[config.mk]
export PLATFORM = sky130hd
export DESIGN_NAME = wildcard_byte_pattern_search_top
export DESIGN_NICKNAME = d
export VERILOG_FILES = /design/src/rtl/wbps_pkg.sv /design/src/rtl/wildcard_byte_pattern_search_top.sv
export SDC_FILE = /design/constraint.sdc
export NUM_CORES = 1
export LEC_CHECK = 0
export BUFFER_PORTS_ARGS = -buffer_cell sky130_fd_sc_hd__buf_2
export CAP_MARGIN = 20
export CORE_ASPECT_RATIO = 0.5
export CORE_MARGIN = 8
export CORE_UTILIZATION = 30
export CTS_CLUSTER_DIAMETER = 200
export CTS_CLUSTER_SIZE = 16
export DETAILED_ROUTE_END_ITERATION = 8
export PLACE_DENSITY_LB_ADDON = 0.3
export SLEW_MARGIN = 20
export SYNTH_ARGS = -nofsm -noshare
export SYNTH_HDL_FRONTEND = slang
export SYNTH_SLANG_ARGS = --single-unit
[constraint.sdc]
create_clock -name clock -period 23.9 [get_ports clock]
set_input_delay 4.78 -clock clock [delete_from_list [all_inputs] [get_ports clock]]
set_output_delay 4.78 -clock clock [all_outputs]
set_load 0.05 [all_outputs]
[src/rtl/wbps_pkg.sv]
// Shared constants, types and a length helper for the wildcard byte pattern search block.
package wbps_pkg;

   localparam int PatternMax = 16;
   localparam int WinIdxW    = $clog2(PatternMax);
   localparam int LenW       = 5;
   localparam int OffsetW    = 32;
   localparam int MaskW      = 16;
   localparam int WordW      = 64;
   localparam int CsrIdxW    = 2;

   typedef logic [7:0] byte_type;

   typedef enum logic [CsrIdxW-1:0] {
      CSR_PATTERN_LOW    = 2'd0,
      CSR_PATTERN_HIGH   = 2'd1,
      CSR_WILDCARD_MASK  = 2'd2,
      CSR_PATTERN_LENGTH = 2'd3
   } csr_index_type;

   // A length of zero acts as one, anything above the window depth acts as the depth.
   function automatic logic [LenW-1:0] clamp_length(input logic [LenW-1:0] raw);
      logic [LenW-1:0] len;
      len = raw;
      if (raw == '0) begin
         len = LenW'(1);
      end else if (raw > LenW'(PatternMax)) begin
         len = LenW'(PatternMax);
      end
      return len;
   endfunction

endpackage

[src/rtl/wildcard_byte_pattern_search_top.sv]
// Top level of the wildcard byte pattern search: byte window, masked compare and result register.
//
//   Channel   Direction  Handshake           Payload
//   req       in         req_valid/req_stall req_data_byte, req_end_of_image
//   rsp       out        rsp_valid/rsp_stall rsp_found, rsp_match_offset
//   csr       in         csr_write_enable    csr_index, csr_write_data
//
// An item is captured in an input register; once the result register is free, the window shift,
// the sixteen masked byte compares and the offset subtraction are done in one pass and the
// result, if the item causes one, is written to the result register. One item is taken in
// every cycle while the result side does not stall; a result passes through the input register
// and then the result register on its way to the outputs.
// Reset clears the byte count, the match flag and the valid flags, and loads the pattern
// registers with zeros and the pattern length with one. The window needs no reset, since
// a compare only reads bytes of the current image.
// A stalled result holds the result register, which in turn holds the input register, so a
// stall on the result side reaches req_stall in the same cycle only while both are full.
module wildcard_byte_pattern_search_top
   import wbps_pkg::*;
(
   input  logic                clock,
   input  logic                reset,
   input  logic                req_valid,
   output logic                req_stall,
   input  logic [7:0]          req_data_byte,
   input  logic                req_end_of_image,
   output logic                rsp_valid,
   input  logic                rsp_stall,
   output logic                rsp_found,
   output logic [OffsetW-1:0]  rsp_match_offset,
   input  logic                csr_write_enable,
   input  logic [CsrIdxW-1:0]  csr_index,
   input  logic [WordW-1:0]    csr_write_data
);

   // Configuration registers.
   logic [WordW-1:0]   pattern_low_ff,    pattern_low_in;
   logic [WordW-1:0]   pattern_high_ff,   pattern_high_in;
   logic [MaskW-1:0]   wildcard_mask_ff,  wildcard_mask_in;
   logic [LenW-1:0]    pattern_length_ff, pattern_length_in;

   // Input register.
   logic               in_valid_ff, in_valid_in;
   byte_type           in_data_ff,  in_data_in;
   logic               in_last_ff,  in_last_in;

   // Scan state. The window is never cleared: a compare only looks at positions that
   // were filled within the current image, because it waits until enough bytes are seen.
   byte_type           window_ff [PatternMax];
   byte_type           window_in [PatternMax];
   logic [OffsetW-1:0] bytes_seen_ff, bytes_seen_in;
   logic               match_done_ff, match_done_in;

   // Result register.
   logic               rsp_valid_ff,  rsp_valid_in;
   logic               rsp_found_ff,  rsp_found_in;
   logic [OffsetW-1:0] rsp_offset_ff, rsp_offset_in;

   logic                  req_accept;
   logic                  out_free;
   logic                  fire;
   logic [LenW-1:0]       active_len;
   logic [WinIdxW-1:0]    len_minus_one;
   logic [OffsetW-1:0]    seen_next;
   logic [2*WordW-1:0]    pattern_flat;
   logic                  all_match;
   logic                  hit;

   assign req_accept = req_valid && !req_stall;
   // The result register can take a new result when it is empty or being drained.
   assign out_free   = !rsp_valid_ff || !rsp_stall;
   assign fire       = in_valid_ff && out_free;
   assign req_stall  = in_valid_ff && !out_free;

   assign rsp_valid        = rsp_valid_ff;
   assign rsp_found        = rsp_found_ff;
   assign rsp_match_offset = rsp_offset_ff;

   // Configuration writes.
   always_comb begin
      pattern_low_in    = pattern_low_ff;
      pattern_high_in   = pattern_high_ff;
      wildcard_mask_in  = wildcard_mask_ff;
      pattern_length_in = pattern_length_ff;
      if (csr_write_enable) begin
         case (csr_index_type'(csr_index))
            CSR_PATTERN_LOW:    pattern_low_in    = csr_write_data;
            CSR_PATTERN_HIGH:   pattern_high_in   = csr_write_data;
            CSR_WILDCARD_MASK:  wildcard_mask_in  = csr_write_data[MaskW-1:0];
            CSR_PATTERN_LENGTH: pattern_length_in = csr_write_data[LenW-1:0];
            default: ;
         endcase
      end
   end

   // Input register.
   always_comb begin
      in_valid_in = in_valid_ff;
      in_data_in  = in_data_ff;
      in_last_in  = in_last_ff;
      if (req_accept) begin
         in_valid_in = 1'b1;
         in_data_in  = req_data_byte;
         in_last_in  = req_end_of_image;
      end else if (fire) begin
         in_valid_in = 1'b0;
      end
   end

   // Window after this byte is shifted in: the newest byte sits at index zero.
   always_comb begin
      window_in[0] = in_data_ff;
      for (int j = 1; j < PatternMax; j++) begin
         window_in[j] = window_ff[j-1];
      end
   end

   assign active_len    = clamp_length(pattern_length_ff);
   assign len_minus_one = WinIdxW'(active_len - LenW'(1));
   assign seen_next     = (bytes_seen_ff == '1) ? bytes_seen_ff : bytes_seen_ff + OffsetW'(1);
   assign pattern_flat  = {pattern_high_ff, pattern_low_ff};

   // Pattern byte k lines up with the window entry that is len-1-k bytes old.
   always_comb begin
      logic [WinIdxW-1:0] idx;
      all_match = 1'b1;
      for (int k = 0; k < PatternMax; k++) begin
         idx = len_minus_one - WinIdxW'(k);
         if ((LenW'(k) < active_len) && !wildcard_mask_ff[k]) begin
            if (window_in[idx] != pattern_flat[8*k +: 8]) begin
               all_match = 1'b0;
            end
         end
      end
   end

   assign hit = (seen_next >= OffsetW'(active_len)) && all_match;

   // Scan state and result register.
   always_comb begin
      bytes_seen_in = bytes_seen_ff;
      match_done_in = match_done_ff;
      rsp_valid_in  = rsp_valid_ff && rsp_stall;
      rsp_found_in  = rsp_found_ff;
      rsp_offset_in = rsp_offset_ff;
      if (fire) begin
         if (!match_done_ff) begin
            bytes_seen_in = seen_next;
            if (hit) begin
               match_done_in = 1'b1;
               rsp_valid_in  = 1'b1;
               rsp_found_in  = 1'b1;
               rsp_offset_in = seen_next - OffsetW'(active_len);
            end else if (in_last_ff) begin
               rsp_valid_in  = 1'b1;
               rsp_found_in  = 1'b0;
               rsp_offset_in = '0;
            end
         end
         // The end-of-image byte always starts a fresh scan.
         if (in_last_ff) begin
            bytes_seen_in = '0;
            match_done_in = 1'b0;
         end
      end
   end

   always_ff @(posedge clock) begin
      if (reset) begin
         pattern_low_ff    <= '0;
         pattern_high_ff   <= '0;
         wildcard_mask_ff  <= '0;
         pattern_length_ff <= LenW'(1);
         in_valid_ff       <= 1'b0;
         bytes_seen_ff     <= '0;
         match_done_ff     <= 1'b0;
         rsp_valid_ff      <= 1'b0;
      end else begin
         pattern_low_ff    <= pattern_low_in;
         pattern_high_ff   <= pattern_high_in;
         wildcard_mask_ff  <= wildcard_mask_in;
         pattern_length_ff <= pattern_length_in;
         in_valid_ff       <= in_valid_in;
         bytes_seen_ff     <= bytes_seen_in;
         match_done_ff     <= match_done_in;
         rsp_valid_ff      <= rsp_valid_in;
      end
   end

   // Payload registers carry no reset.
   always_ff @(posedge clock) begin
      in_data_ff    <= in_data_in;
      in_last_ff    <= in_last_in;
      rsp_found_ff  <= rsp_found_in;
      rsp_offset_ff <= rsp_offset_in;
      if (fire && !match_done_ff) begin
         for (int j = 0; j < PatternMax; j++) begin
            window_ff[j] <= window_in[j];
         end
      end
   end

endmodule

==> flow_summary.ini <==
[sta]
worst_pin_slew_ns = 1.02
finalSetupViolCount = 0
hold_violations = 0
finClkSkew_ns = 0.0484
drv_slew = 0
grt_setup_unrepaired = no
slew_headroom_pct = 32.2
fin_tns_setup_ns = 0
fmax_mhz = 99.0
final.min_clock_period_ns = 10.10
timing.final.crit_share_pct = 42.3

[floorplan]
io_pins = 115
die_y_um = 208
dieArea_um2 = 82900
fp-row-count = 70
start_util_pct = 30.2
die_w_um = 399
coreArea_um2 = 72900

[clock_network]
path_clk_slew_ns = 0.07
ctsHoldBuffers = 0
clkSinkCount = 346
clock_path_buffers = 3
cts_tree = done
clk_latency_ns = 0.60
cts_resized = 0
cts_made_buffers = 25
clock-root-buffer = clkbuf_16
htree_levels = 1
cts_setup_buffers = 0

[power_and_ir_drop]
vdd_ir_drop_max_mv = 0.0483
p_total_mw = 1.41
p_comb_share_pct = 23.2
pwr-share-seq_pct = 47.1
p_leak_nw = 8.83
sw_frac_of_total_pct = 31.1
p_int_uw = 968
p_switching_uw = 437
clockPowerShare_pct = 29.7
power_density_nw_per_um2 = 58.4

[logic_synthesis]
synth_compound_area_share_pct = 13.5
synth_top_family_by_area = multiplexers
synth_edf_count = 162
ys_top_cells_by_area = edfxtp_1 22%, dfxtp_1 17%, mux4_2 13%, nand2_1 6.3%, a21oi_1 4.9%
syn_inst = 2253
synthesis.nets = 2351
syn_area_um2 = 22000
synth_xor_area_share_pct = 6.84
yosysSeqAreaShare_pct = 38.8
yosys_warnings = 0
synth_simple_gate_area_share_pct = 17.7
synth_cell_types = 86
muxShareOfSynthArea_pct = 18.3
async_flop_share_pct = 0
syn_avg_cell_area_um2 = 9.78
ys_seq_elements = 346
synth-main-ff-cell = dfxtp_1
yosys.area.top_type_share_pct = 22.1
synth_largest_area_cell = edfxtp_1
synthAdderAreaFrac_pct = 1.06

[run_status]
outcome = completed

[placed_design]
io_buffers = 114
dp.cells = 3190
gp_congestion = 0.950
dp.final_hpwl_um = 52900

[detailed_routing]
wl_per_cell_um = 22.7
via_per_inst = 5.63
drt-total-wl_um = 73300
drtPass1Iterations = 6
vias = 18190
drc_errors = 0
ant_nets = 0
drt_iter0_drc = 2133

[layout]
final_core_util_pct = 33.0
final_cell_mix = 369 x nand2_1, 217 x a21oi_1, 183 x dfxtp_1
final_common_cell = nand2_1
syn2layout_area_growth_pct = 9.28
fin_nets = 2343
fin_cells = 3232
drive_gt1_share_pct = 16.6
n_antenna_cell = 0

[min_path]
min_from = wildcard_mask_ff[4]
min_path_type = flip-flop to flip-flop

[worst_setup_path]
worstSetupEndpointType = output pin
worstPathBufferInverterCount = 2
worstPathArrival_ns = 5.32
path_max_fanout = 3
worstPathCellList = buf_2 > and3_1 > buf_2
worst_path_most_repeated_cell = buf_2
crit_path_max_incr_delay_ns = 0.28
r2r-start = pattern_length_ff[4]
crit_start = rsp_stall
start_kind = input port
crit_family = buffers and inverters
cp_slowest_cell = buf_2
path_class = input port to output pin
required_ns = 19.12

[flow_run]
drv_cap = 0

[global_route]
grt-ovfl-total = 0
grt_max_degree = 95
grt_pass1_wl_um = 110000
gr-usage-all-layers_pct = 16.9
grt_pass1_vias = 17053
antenna_found_initial = 0
[registers in the layout (all words and copies together), names as in the netlist]
name,flops
in_valid_ff,1
pattern_low_ff,64
pattern_length_ff,5
rsp_found,1
match_done_ff,1
window_ff,120
bytes_seen_ff,32
rsp_match_offset,32
in_data_ff,8
rsp_valid,1
wildcard_mask_ff,16
pattern_high_ff,64
in_last_ff,1
[through the flow]
| stage | cell area [um^2] | hold slack, ns | worst slack (ns) |
|---|---|---|---|
| after global routing | 24100 | 0.486 | 13.76 |
| after global placement | 23400 | 0.448 | 13.79 |
| after floorplan | 22000 | 0.431 | 13.86 |
| after detailed placement | 23400 | 0.450 | 13.80 |
| after CTS | 24100 | 0.461 | 13.79 |
| final | 24100 | 0.468 | 13.80 |
[power groups by stage]
stage                     logic, mW  clock network [mW]  registers, mW
after global routing          0.348               0.448          0.664
after global placement        0.320                   0          0.674
final                         0.326               0.418          0.662
after detailed placement      0.323                   0          0.675
after floorplan               0.231                   0          0.670
after CTS                     0.324               0.428          0.661
[worst paths after layout]
kind                    endpoint  slack, ns  cells after the start
max                    req_stall      13.80                      3
min          wildcard_mask_ff[4]       0.47                      2
max reg2reg  rsp_match_offset[2]      14.98                     20
min reg2reg  wildcard_mask_ff[4]       0.47                      2
[layer usage]
| layer | share of wire (%) | global-route usage [%] | up-vias |
|---|---|---|---|
| met5 | 0 | 0 | - |
| met2 | 46 | 27.3 | 674 |
| li1 | - | - | 8363 |
| met3 | 7.4 | 2.42 | 95 |
| met1 | 44 | 23.6 | 9058 |
| met4 | 2.8 | 4.31 | 0 |
[worst reg2reg max path, stage by stage (launching register included)]
cell and delay, ns:
dfxtp_1 0.48, or4_4 0.83, nand2_4 0.57, clkinv_2 0.67
ha_1 0.49, xnor2_2 0.14, buf_4 0.32, inv_2 0.28
ha_1 0.31, a31o_2 0.23, nand3_1 0.12, and2_1 0.72
mux4_2 0.43, xnor2_1 0.14, nor4_1 0.79, a211oi_1 0.20
a21oi_1 0.19, nand4b_2 0.13, buf_4 0.30, o31ai_4 0.84
buf_4 0.42
[cell usage after synthesis, types with 20 or more instances]
cell	n
nor3_2	20
o22ai_1	35
clkbuf_1	132
nand2_1	370
nand4_1	24
xor2_1	91
buf_2	28
nor3_1	111
o21ai_0	48
nand3_1	52
dfxtp_1	184
edfxtp_1	162
and3_1	43
a211o_1	62
nor2_1	91
xnor2_1	81
a21oi_1	217
nor4_1	29
mux2i_1	108
mux4_2	130
[layout make-up]
type,instances,area [um^2]
sequential,346,8550
tap,972,1220
timing repair buffer,145,810
clock inverter,2,17.5
clock buffer,40,682
inverter,21,85.1
fill,7499,48800
multi-input combinational,1706,12700
[cell families (layout without fill, tap and decap cells)]
logic type / Yosys count / count (layout)
simple gates: 809 / 809
compound gates: 468 / 468
flops: 346 / 346
mux: 239 / 239
xor+xnor: 172 / 172
fa+ha+maj: 18 / 18
buf+inv: 201 / 208
(Power assumes the default switching activity.)
